--- src/hw/rtl/wqtb_pkg.sv ---
// shared types, codes and constants of the write quota token bucket
package wqtb_pkg;

  localparam int unsigned TIME_W   = 63;
  localparam int unsigned SIZE_W   = 24;
  localparam int unsigned KEYS_W   = 16;
  localparam int unsigned PERIOD_W = 32;
  localparam int unsigned TOK_W    = 8;
  localparam int unsigned CFG_IDX_W  = 3;
  localparam int unsigned CFG_DATA_W = 32;

  localparam int unsigned QDEPTH = 4;
  localparam int unsigned QAW    = $clog2(QDEPTH);

  localparam int unsigned DIV_STEPS = TIME_W;
  localparam int unsigned DIV_CNT_W = $clog2(DIV_STEPS);

  localparam logic [15:0]         RST_MAX_VALUE_BYTES = 16'd4096;
  localparam logic [KEYS_W-1:0]   RST_MAX_KEYS        = 16'd64;
  localparam logic [SIZE_W-1:0]   RST_MAX_BYTES       = 24'd16384;
  localparam logic [PERIOD_W-1:0] RST_REFILL_PERIOD   = 32'd1000000;
  localparam logic [TOK_W-1:0]    RST_BURST_LIMIT     = 8'd8;

  typedef enum logic [CFG_IDX_W-1:0] {
    REG_MAX_VALUE_BYTES = 3'd0,
    REG_MAX_KEYS        = 3'd1,
    REG_MAX_BYTES       = 3'd2,
    REG_REFILL_PERIOD   = 3'd3,
    REG_BURST_LIMIT     = 3'd4
  } reg_idx_t;

  typedef enum logic [2:0] {
    ST_OK           = 3'd0,
    ST_EXHAUSTED    = 3'd1,
    ST_INTERNAL     = 3'd2,
    ST_RATE_LIMITED = 3'd3,
    ST_NOT_FOUND    = 3'd4
  } status_t;

  typedef enum logic {
    OP_SET    = 1'b0,
    OP_REMOVE = 1'b1
  } opcode_t;

  typedef enum logic [1:0] {
    LK_FOUND     = 2'd0,
    LK_NOT_FOUND = 2'd1,
    LK_FAILURE   = 2'd2
  } lookup_t;

  typedef enum logic [1:0] {
    BK_IDLE = 2'd0,
    BK_DIV  = 2'd1,
    BK_FIN  = 2'd2
  } bk_state_t;

  typedef struct packed {
    logic [15:0]         max_value_bytes;
    logic [KEYS_W-1:0]   max_keys;
    logic [SIZE_W-1:0]   max_bytes;
    logic [PERIOD_W-1:0] refill_period_us;
    logic [TOK_W-1:0]    burst_limit;
  } cfg_t;

  // classified request handed from front to back
  typedef struct packed {
    status_t           status;
    logic              need_token;
    logic [TIME_W-1:0] now_us;
  } item_t;

endpackage

--- src/hw/rtl/wqtb_front.sv ---
// front end: takes requests and runs the quota checks
module wqtb_front (
  input  logic                         clk,
  input  logic                         rst_n,
  input  wqtb_pkg::cfg_t               cfg,
  input  logic                         push,
  output logic                         full,
  input  logic                         in_opcode,
  input  logic [wqtb_pkg::TIME_W-1:0]  in_now_us,
  input  logic [wqtb_pkg::SIZE_W-1:0]  in_write_size,
  input  logic                         in_usage_ok,
  input  logic [wqtb_pkg::SIZE_W-1:0]  in_used_bytes,
  input  logic [wqtb_pkg::KEYS_W-1:0]  in_used_keys,
  input  logic [1:0]                   in_lookup_result,
  input  logic [wqtb_pkg::SIZE_W-1:0]  in_previous_size,
  output logic                         q_push,
  input  logic                         q_full,
  output wqtb_pkg::item_t              q_item
);
  import wqtb_pkg::*;

  logic               valid_r, valid_nxt;
  item_t              item_r;
  item_t              item_c;
  logic               accept;
  status_t            set_st;
  status_t            rm_st;
  logic [SIZE_W-1:0]  prev;
  logic [SIZE_W:0]    total;

  assign full   = valid_r && q_full;
  assign accept = push && !full;
  assign q_push = valid_r;
  assign q_item = item_r;

  always_comb begin
    prev   = '0;
    set_st = ST_OK;
    if (lookup_t'(in_lookup_result) == LK_FOUND) begin
      prev = in_previous_size;
    end
    // bytes after the old value is replaced by the new one
    total = {1'b0, in_used_bytes - prev} + {1'b0, in_write_size};
    priority if (in_write_size > {8'b0, cfg.max_value_bytes}) begin
      set_st = ST_EXHAUSTED;
    end else if (!in_usage_ok) begin
      set_st = ST_INTERNAL;
    end else if (lookup_t'(in_lookup_result) != LK_FOUND &&
                 lookup_t'(in_lookup_result) != LK_NOT_FOUND) begin
      set_st = ST_INTERNAL;
    end else if (lookup_t'(in_lookup_result) == LK_NOT_FOUND &&
                 in_used_keys >= cfg.max_keys) begin
      set_st = ST_EXHAUSTED;
    end else if (in_used_bytes < prev || total > {1'b0, cfg.max_bytes}) begin
      set_st = ST_EXHAUSTED;
    end else begin
      set_st = ST_OK;
    end
  end

  always_comb begin
    unique case (lookup_t'(in_lookup_result))
      LK_FOUND:     rm_st = ST_OK;
      LK_NOT_FOUND: rm_st = ST_NOT_FOUND;
      default:      rm_st = ST_INTERNAL;
    endcase
  end

  always_comb begin
    item_c.status     = (opcode_t'(in_opcode) == OP_SET) ? set_st : rm_st;
    item_c.need_token = (item_c.status == ST_OK);
    item_c.now_us     = in_now_us;
  end

  always_comb begin
    valid_nxt = valid_r;
    if (accept) begin
      valid_nxt = 1'b1;
    end else if (valid_r && !q_full) begin
      valid_nxt = 1'b0;
    end
  end

  always_ff @(posedge clk) begin
    if (!rst_n) begin
      valid_r <= 1'b0;
    end else begin
      valid_r <= valid_nxt;
    end
  end

  always_ff @(posedge clk) begin
    if (accept) begin
      item_r <= item_c;
    end
  end

endmodule

--- src/hw/rtl/wqtb_queue.sv ---
// short queue of classified words between front and back
module wqtb_queue (
  input  logic            clk,
  input  logic            rst_n,
  input  logic            wr_en,
  input  wqtb_pkg::item_t wr_item,
  output logic            q_full,
  input  logic            rd_en,
  output wqtb_pkg::item_t rd_item,
  output logic            q_empty
);
  import wqtb_pkg::*;

  item_t          mem_r [QDEPTH];
  logic [QAW-1:0] wr_ptr_r, wr_ptr_nxt;
  logic [QAW-1:0] rd_ptr_r, rd_ptr_nxt;
  logic [QAW:0]   cnt_r, cnt_nxt;
  logic           do_wr, do_rd;

  assign q_full  = (cnt_r == (QAW+1)'(QDEPTH));
  assign q_empty = (cnt_r == '0);
  assign do_wr   = wr_en && !q_full;
  assign do_rd   = rd_en && !q_empty;
  assign rd_item = mem_r[rd_ptr_r];

  always_comb begin
    wr_ptr_nxt = do_wr ? wr_ptr_r + 1'b1 : wr_ptr_r;
    rd_ptr_nxt = do_rd ? rd_ptr_r + 1'b1 : rd_ptr_r;
    cnt_nxt    = cnt_r + (QAW+1)'(do_wr) - (QAW+1)'(do_rd);
  end

  always_ff @(posedge clk) begin
    if (!rst_n) begin
      wr_ptr_r <= '0;
      rd_ptr_r <= '0;
      cnt_r    <= '0;
    end else begin
      wr_ptr_r <= wr_ptr_nxt;
      rd_ptr_r <= rd_ptr_nxt;
      cnt_r    <= cnt_nxt;
    end
  end

  always_ff @(posedge clk) begin
    if (do_wr) begin
      mem_r[wr_ptr_r] <= wr_item;
    end
  end

endmodule

--- src/hw/rtl/wqtb_bucket.sv ---
// back end: lazy token bucket refill with a serial divider, result register
module wqtb_bucket (
  input  logic            clk,
  input  logic            rst_n,
  input  wqtb_pkg::cfg_t  cfg,
  input  logic            q_empty,
  input  wqtb_pkg::item_t q_item,
  output logic            q_pop,
  output logic            empty,
  input  logic            pop,
  output logic [2:0]      out_status
);
  import wqtb_pkg::*;

  bk_state_t            state_r, state_nxt;
  item_t                work_r;
  logic [TOK_W-1:0]     tokens_r, tokens_nxt;
  logic [TIME_W-1:0]    stamp_r, stamp_nxt;
  logic [TIME_W-1:0]    quo_r;
  logic [PERIOD_W-1:0]  rem_r;
  logic [DIV_CNT_W-1:0] cnt_r;
  logic                 div_done_r;
  logic                 out_valid_r, out_valid_nxt;
  status_t              out_status_r;

  logic                 do_div;
  logic [PERIOD_W:0]    rem_sh;
  logic                 ge;
  logic                 refill;
  logic [TOK_W:0]       tok_sum;
  logic [TOK_W-1:0]     tok_ref;
  logic                 slot_free;
  logic                 fin_wr;
  status_t              fin_st;

  assign empty      = !out_valid_r;
  assign out_status = out_status_r;
  assign slot_free  = !out_valid_r || pop;

  // refill only needs dividing when time moved past the stamp
  assign do_div = q_item.need_token && (q_item.now_us > stamp_r) &&
                  (cfg.refill_period_us != '0);

  assign rem_sh = {rem_r, quo_r[TIME_W-1]};
  assign ge     = rem_sh >= {1'b0, cfg.refill_period_us};

  always_comb begin
    refill  = div_done_r && (quo_r != '0);
    tok_sum = {1'b0, tokens_r} + {1'b0, quo_r[TOK_W-1:0]};
    tok_ref = tokens_r;
    if (refill) begin
      if (|quo_r[TIME_W-1:TOK_W] || tok_sum >= {1'b0, cfg.burst_limit}) begin
        tok_ref = cfg.burst_limit;
      end else begin
        tok_ref = tok_sum[TOK_W-1:0];
      end
    end
  end

  always_comb begin
    state_nxt  = state_r;
    q_pop      = 1'b0;
    fin_wr     = 1'b0;
    fin_st     = work_r.status;
    tokens_nxt = tokens_r;
    stamp_nxt  = stamp_r;
    unique case (state_r)
      BK_IDLE: begin
        if (!q_empty) begin
          q_pop     = 1'b1;
          state_nxt = do_div ? BK_DIV : BK_FIN;
        end
      end
      BK_DIV: begin
        if (cnt_r == DIV_CNT_W'(DIV_STEPS - 1)) begin
          state_nxt = BK_FIN;
        end
      end
      BK_FIN: begin
        if (work_r.need_token && tok_ref == '0) begin
          fin_st = ST_RATE_LIMITED;
        end
        if (slot_free) begin
          fin_wr    = 1'b1;
          state_nxt = BK_IDLE;
          if (work_r.need_token) begin
            tokens_nxt = (tok_ref == '0) ? tok_ref : tok_ref - 1'b1;
            // stamp plus whole periods equals now minus the remainder
            if (refill) begin
              stamp_nxt = work_r.now_us - {31'b0, rem_r};
            end
          end
        end
      end
      default: state_nxt = BK_IDLE;
    endcase
  end

  always_comb begin
    out_valid_nxt = out_valid_r;
    if (fin_wr) begin
      out_valid_nxt = 1'b1;
    end else if (pop) begin
      out_valid_nxt = 1'b0;
    end
  end

  always_ff @(posedge clk) begin
    if (!rst_n) begin
      state_r     <= BK_IDLE;
      tokens_r    <= '0;
      stamp_r     <= '0;
      out_valid_r <= 1'b0;
      div_done_r  <= 1'b0;
    end else begin
      state_r     <= state_nxt;
      tokens_r    <= tokens_nxt;
      stamp_r     <= stamp_nxt;
      out_valid_r <= out_valid_nxt;
      if (q_pop) begin
        div_done_r <= do_div;
      end
    end
  end

  always_ff @(posedge clk) begin
    if (q_pop) begin
      work_r <= q_item;
      quo_r  <= q_item.now_us - stamp_r;
      rem_r  <= '0;
      cnt_r  <= '0;
    end else if (state_r == BK_DIV) begin
      quo_r <= {quo_r[TIME_W-2:0], ge};
      rem_r <= ge ? PERIOD_W'(rem_sh - {1'b0, cfg.refill_period_us})
                  : rem_sh[PERIOD_W-1:0];
      cnt_r <= cnt_r + 1'b1;
    end
    if (fin_wr) begin
      out_status_r <= fin_st;
    end
  end

endmodule

--- src/hw/rtl/write_quota_token_bucket.sv ---
// Admission controller for key-value writes: a front end checks each request against the
// value-size, key-count and byte quotas and the lookup result, a four-word queue decouples it
// from the back end, which refills a token bucket by whole elapsed periods and draws one token
// per passing request. Requests enter through push/full and statuses leave through empty/pop.
// A request that passes its checks and reaches the bucket with time past the refill stamp and
// a nonzero refill period goes through the back end's 63-step one-bit-per-cycle divide of
// elapsed time by the refill period before its finish step; any other request goes straight to
// the finish step, and the back end holds there while an unpopped status occupies the result
// register. Configuration writes are taken every cycle and belong to idle periods only.
module write_quota_token_bucket (
  input  logic                             clk,
  input  logic                             rst_n,
  input  logic                             push,
  output logic                             full,
  input  logic                             in_opcode,
  input  logic [wqtb_pkg::TIME_W-1:0]      in_now_us,
  input  logic [wqtb_pkg::SIZE_W-1:0]      in_write_size,
  input  logic                             in_usage_ok,
  input  logic [wqtb_pkg::SIZE_W-1:0]      in_used_bytes,
  input  logic [wqtb_pkg::KEYS_W-1:0]      in_used_keys,
  input  logic [1:0]                       in_lookup_result,
  input  logic [wqtb_pkg::SIZE_W-1:0]      in_previous_size,
  output logic                             empty,
  input  logic                             pop,
  output logic [2:0]                       out_status,
  input  logic                             cfg_valid,
  output logic                             cfg_ready,
  input  logic [wqtb_pkg::CFG_IDX_W-1:0]   cfg_index,
  input  logic [wqtb_pkg::CFG_DATA_W-1:0]  cfg_data
);
  import wqtb_pkg::*;

  cfg_t  cfg_r;
  logic  q_push, q_full, q_pop, q_empty;
  item_t q_wr_item, q_rd_item;

  assign cfg_ready = 1'b1;

  always_ff @(posedge clk) begin
    if (!rst_n) begin
      cfg_r.max_value_bytes  <= RST_MAX_VALUE_BYTES;
      cfg_r.max_keys         <= RST_MAX_KEYS;
      cfg_r.max_bytes        <= RST_MAX_BYTES;
      cfg_r.refill_period_us <= RST_REFILL_PERIOD;
      cfg_r.burst_limit      <= RST_BURST_LIMIT;
    end else if (cfg_valid && cfg_ready) begin
      unique case (reg_idx_t'(cfg_index))
        REG_MAX_VALUE_BYTES: cfg_r.max_value_bytes  <= cfg_data[15:0];
        REG_MAX_KEYS:        cfg_r.max_keys         <= cfg_data[KEYS_W-1:0];
        REG_MAX_BYTES:       cfg_r.max_bytes        <= cfg_data[SIZE_W-1:0];
        REG_REFILL_PERIOD:   cfg_r.refill_period_us <= cfg_data[PERIOD_W-1:0];
        REG_BURST_LIMIT:     cfg_r.burst_limit      <= cfg_data[TOK_W-1:0];
        default: ;
      endcase
    end
  end

  wqtb_front u_front (
    .clk              (clk),
    .rst_n            (rst_n),
    .cfg              (cfg_r),
    .push             (push),
    .full             (full),
    .in_opcode        (in_opcode),
    .in_now_us        (in_now_us),
    .in_write_size    (in_write_size),
    .in_usage_ok      (in_usage_ok),
    .in_used_bytes    (in_used_bytes),
    .in_used_keys     (in_used_keys),
    .in_lookup_result (in_lookup_result),
    .in_previous_size (in_previous_size),
    .q_push           (q_push),
    .q_full           (q_full),
    .q_item           (q_wr_item)
  );

  wqtb_queue u_queue (
    .clk     (clk),
    .rst_n   (rst_n),
    .wr_en   (q_push),
    .wr_item (q_wr_item),
    .q_full  (q_full),
    .rd_en   (q_pop),
    .rd_item (q_rd_item),
    .q_empty (q_empty)
  );

  wqtb_bucket u_bucket (
    .clk        (clk),
    .rst_n      (rst_n),
    .cfg        (cfg_r),
    .q_empty    (q_empty),
    .q_item     (q_rd_item),
    .q_pop      (q_pop),
    .empty      (empty),
    .pop        (pop),
    .out_status (out_status)
  );

endmodule
--- config.mk ---
export PLATFORM = sky130hd
export DESIGN_NAME = write_quota_token_bucket
export DESIGN_NICKNAME = d
export VERILOG_FILES = /design/src/hw/rtl/wqtb_pkg.sv /design/src/hw/rtl/wqtb_front.sv /design/src/hw/rtl/wqtb_queue.sv /design/src/hw/rtl/wqtb_bucket.sv /design/src/hw/rtl/write_quota_token_bucket.sv
export SDC_FILE = /design/constraint.sdc
export NUM_CORES = 1
export LEC_CHECK = 0
export ABC_CLOCK_PERIOD_IN_PS = 10110
export BUFFER_PORTS_ARGS = -buffer_cell sky130_fd_sc_hd__clkbuf_2
export CORE_ASPECT_RATIO = 0.8
export CORE_MARGIN = 1.5
export CORE_UTILIZATION = 53
export CTS_CLUSTER_SIZE = 28
export DETAILED_ROUTE_END_ITERATION = 7
export PLACE_DENSITY_LB_ADDON = 0.1
export SYNTH_ARGS = -nofsm -noshare
export SYNTH_HDL_FRONTEND = slang
export SYNTH_SLANG_ARGS = --single-unit
export TNS_END_PERCENT = 20
--- constraint.sdc ---
create_clock -name clk -period 10.11 [get_ports clk]
set_input_delay 2.022 -clock clk [delete_from_list [all_inputs] [get_ports clk]]
set_output_delay 2.022 -clock clk [all_outputs]
set_load 0.1 [all_outputs]
==> results_dict.tcl <==
set metrics [dict create \
    status "completed" \
    antenna_left 0 \
    fin_total_pwr_mw 11.6 \
    crit_path_start_kind "input pin" \
    internal_power_mw 7.07 \
    p_clk_share_pct 22.4 \
    skew_ps 38.2 \
    cts_buffers 72 \
    fmax_mhz 119 \
    h-tree-depth 3 \
    finalHoldViolations 0 \
    grt_pass1_wl_um 150000 \
    synth-seq-cells 687 \
    clk_latency_ps 630 \
    synth_edf_count 468 \
    fin_nets 4132 \
    seq_power_share_pct 35.0 \
    dp_cells 4518 \
    gp_congestion 0.925 \
    grt_max_degree 101 \
    drc 0 \
    drive_above_1_share_pct 11.7 \
    initial_core_util_pct 53.4 \
    cp_max_fo 12 \
    period_minus_slack_ps 8440 \
    cp.arrival_ps 8840 \
    switchingPower_mw 4.58 \
    grt_setup_unrepaired "false" \
    ctsResizeCount 0 \
    pwr-share-comb_pct 42.7 \
    power.share.switching_pct 39.3 \
    async_flop_share_pct 0 \
    ir_drop_v 0.000227 \
    worst_pin_slew_ps 1210 \
    critPathRequiredTime_ps 10510 \
    clockBufferDepth 3 \
    multi_input_area_um2 16900 \
    drt_iter0_markers 2279 \
    core_um2 68800 \
    insertedDiodeCount 0 \
    synthDistinctLibCells 87 \
    syn_nets 3962 \
    synthCells 3498 \
    setup_tns_ps 0 \
    ctsHoldBuffers 0 \
    area_growth_pct 11.4 \
    endpoint_kind "flip-flop" \
    slew_violations 0 \
    ctsRootBufferMaster "clkbuf_16" \
    die_h_um 238 \
    clock_sinks 687 \
    post-cts-setup-buffers 0 \
    setup_violations 0 \
    finish.instance_area_um2 40900 \
    cap_violations 0 \
    final_cells 4645 \
    grt_usage_pct 27.1 \
    p_leak_nw 15.2 \
    portBuffers 199 \
    grt_pass1_vias 26592 \
    design.die.area_um2 70900 \
    grt_remaining_overflow 0 \
    power_density_nw_per_um2 285 \
    syn-cell-area_um2 36700 \
    rows 86 \
    place_hpwl_um 71500 \
    wirelength_um 96500 \
    seqCellArea_um2 18400 \
    slowest_stage "nor2_1" \
    max_stage_delay_ps 690 \
    hp-class "flip-flop to flip-flop" \
    drt-pass1-iter-count 6 \
    place_area_um2 38600 \
    chipWidth_um 297 \
    nFillCells 5755 \
    num_vias 27277 \
    finalCritPeriodShare_pct 83.4 \
    via_per_inst 5.87 \
    synthFlopType "edfxtp_1" \
    cts_tree "yes" \
    pin_count 201 \
    synth.avg_cell_area_um2 10.5 \
    cts.clk_slew.worst_paths_ps 60 \
    antenna_found_initial 1 \
    seq_area_frac_synth_pct 50.2 \
    slew_headroom_pct 19.0 \
    path_class "input pin to flip-flop" \
    wl_per_cell_um 20.8 \
    yosys_warnings 0 \
]
==> kinds of logic (layout without fill, tap and decap cells) <==
family | after synthesis | in the layout | synth area share (%)
other | 1 | 1 | 0.0102
adder cells (fa/ha/maj) | 269 | 269 | 9.31
multiplexers | 80 | 80 | 4.48
AND/OR/NAND/NOR | 983 | 983 | 12.4
flip-flops | 687 | 687 | 50.2
buffers and inverters | 390 | 613 | 4.01
XOR/XNOR | 192 | 192 | 4.58
AO/OA/AOI/OAI | 896 | 896 | 15.0
==> synth_stat cells, drive strengths merged (6+ instances only) <==
cell type    n  area share (%)
buf         22            0.25
a31o         8            0.19
mux2i       11            0.30
a211o        6            0.14
a21oi      327             4.5
inv        264             2.7
nor4        34            0.62
o211ai      25            0.51
nand2      439             4.5
edfxtp     468              38
o21bai      23            0.47
a21o       105             2.1
a221oi      10            0.24
clkbuf     103             1.1
ha         262             8.9
nor3        41            0.56
nand2b      28            0.48
o21ai      204             2.8
nand3       73             1.0
a31oi       22            0.37
a2111oi      6            0.16
nor2b       41            0.70
o311ai       8            0.19
or3         13            0.22
o21a        18            0.37
a311oi       6            0.14
o22ai       31            0.53
or4          6            0.12
and2        21            0.36
and3        27            0.46
xor2        82             2.0
xnor2      110             2.6
o31ai       18            0.37
nor2       175             1.8
nand4       48            0.82
a211oi      27            0.55
a21boi      10            0.20
or2         14            0.24
dfxtp      219              12
fa           7            0.38
and4         7            0.17
mux4        67             4.1
==> power by group through the flow <==
stage	Combinational, mW	Sequential [mW]	Clock (mW)
4_1_cts	4.93	4.07	2.65
5_1_grt	5.49	4.12	2.75
6_report	4.97	4.07	2.60
3_5_place_dp	4.90	4.12	0
2_1_floorplan	3.65	4.02	0
3_3_place_gp	4.83	4.10	0
==> placed cells by master, fill, tap and decap left out, types with 41 or more instances in the layout <==
cell       synthesis  final
clkbuf_2           0    199
mux4_2            67     67
edfxtp_1         468    468
nor2_1           175    174
nand2_1          438    438
dfxtp_1          219    217
xor2_1            82     82
o21ai_1           77     77
ha_1             262    262
nor3_1            41     41
a21o_1           105    105
nand4_1           48     48
xnor2_1          110    110
clkbuf_16          0     72
nand3_1           72     72
inv_1            263    262
a21oi_1          322    322
o21ai_0          127    127
==> final timing paths <==
kind	slack [ps]	start	end	cells past startpoint
max	1670	in_lookup_result[1]	u_front.q_item[63]	29
min	450	cfg_r[86]	cfg_r[86]	2
max reg2reg	4060	flip-flop	u_bucket.quo_r[62]	14
min reg2reg	450	cfg_r[86]	cfg_r[86]	2
==> sequential cells by signal, summed over array words and instances, names as in the netlist, named ones only <==
| signal | cells |
|---|---|
| u_front.q_push | 1 |
| u_front.q_item | 67 |
| u_bucket.work_r | 67 |
| u_queue.rd_ptr_r | 2 |
| u_queue.mem_r | 268 |
| u_bucket.state_r | 2 |
| u_queue.wr_ptr_r | 2 |
| u_bucket.rem_r | 32 |
| u_bucket.out_valid_r | 1 |
| u_bucket.tokens_r | 8 |
| u_bucket.stamp_r | 63 |
| cfg_r | 96 |
| u_bucket.out_status | 3 |
| u_queue.cnt_r | 3 |
| u_bucket.quo_r | 63 |
| u_bucket.cnt_r | 6 |
| u_bucket.div_done_r | 1 |
==> layer usage <==
| layer | GRT usage (%) | wire [µm] |
|---|---|---|
| met1 | 40.5 | 46700 |
| met2 | 41.4 | 41900 |
| met3 | 4.23 | 6100 |
| met4 | 6.39 | 1850 |
| met5 | 0 | 0 |
==> final cells by class <==
cell class	count	area share (%)
tap	924	2.82
clock inverter	37	0.951
sequential	687	45.1
multi-input combinational	2421	41.2
clock buffer	90	4.69
timing repair buffer	221	2.84
inverter	265	2.44
==> per-stage QoR <==
stage / setup WS (ps) / util (%) / hold slack, ps
3_3_place_gp: 1370 / 56.2 / 442
5_1_grt: 1100 / 59.5 / 475
4_1_cts: 1740 / 59.5 / 455
6_report: 1670 / 59.5 / 455
2_1_floorplan: 2410 / - / 432
3_5_place_dp: 1110 / 56.2 / 446
==> critical path, delay by kind of cell <==
kind	cells	cell delay [ps]
AOI/OAI and AO/OA	11	2570
and+or+nand+nor	11	2470
adders and majority gates	3	930
buffers and inverters	2	430
xor gates and xnor gates	2	420
(Power assumes the default switching activity.)
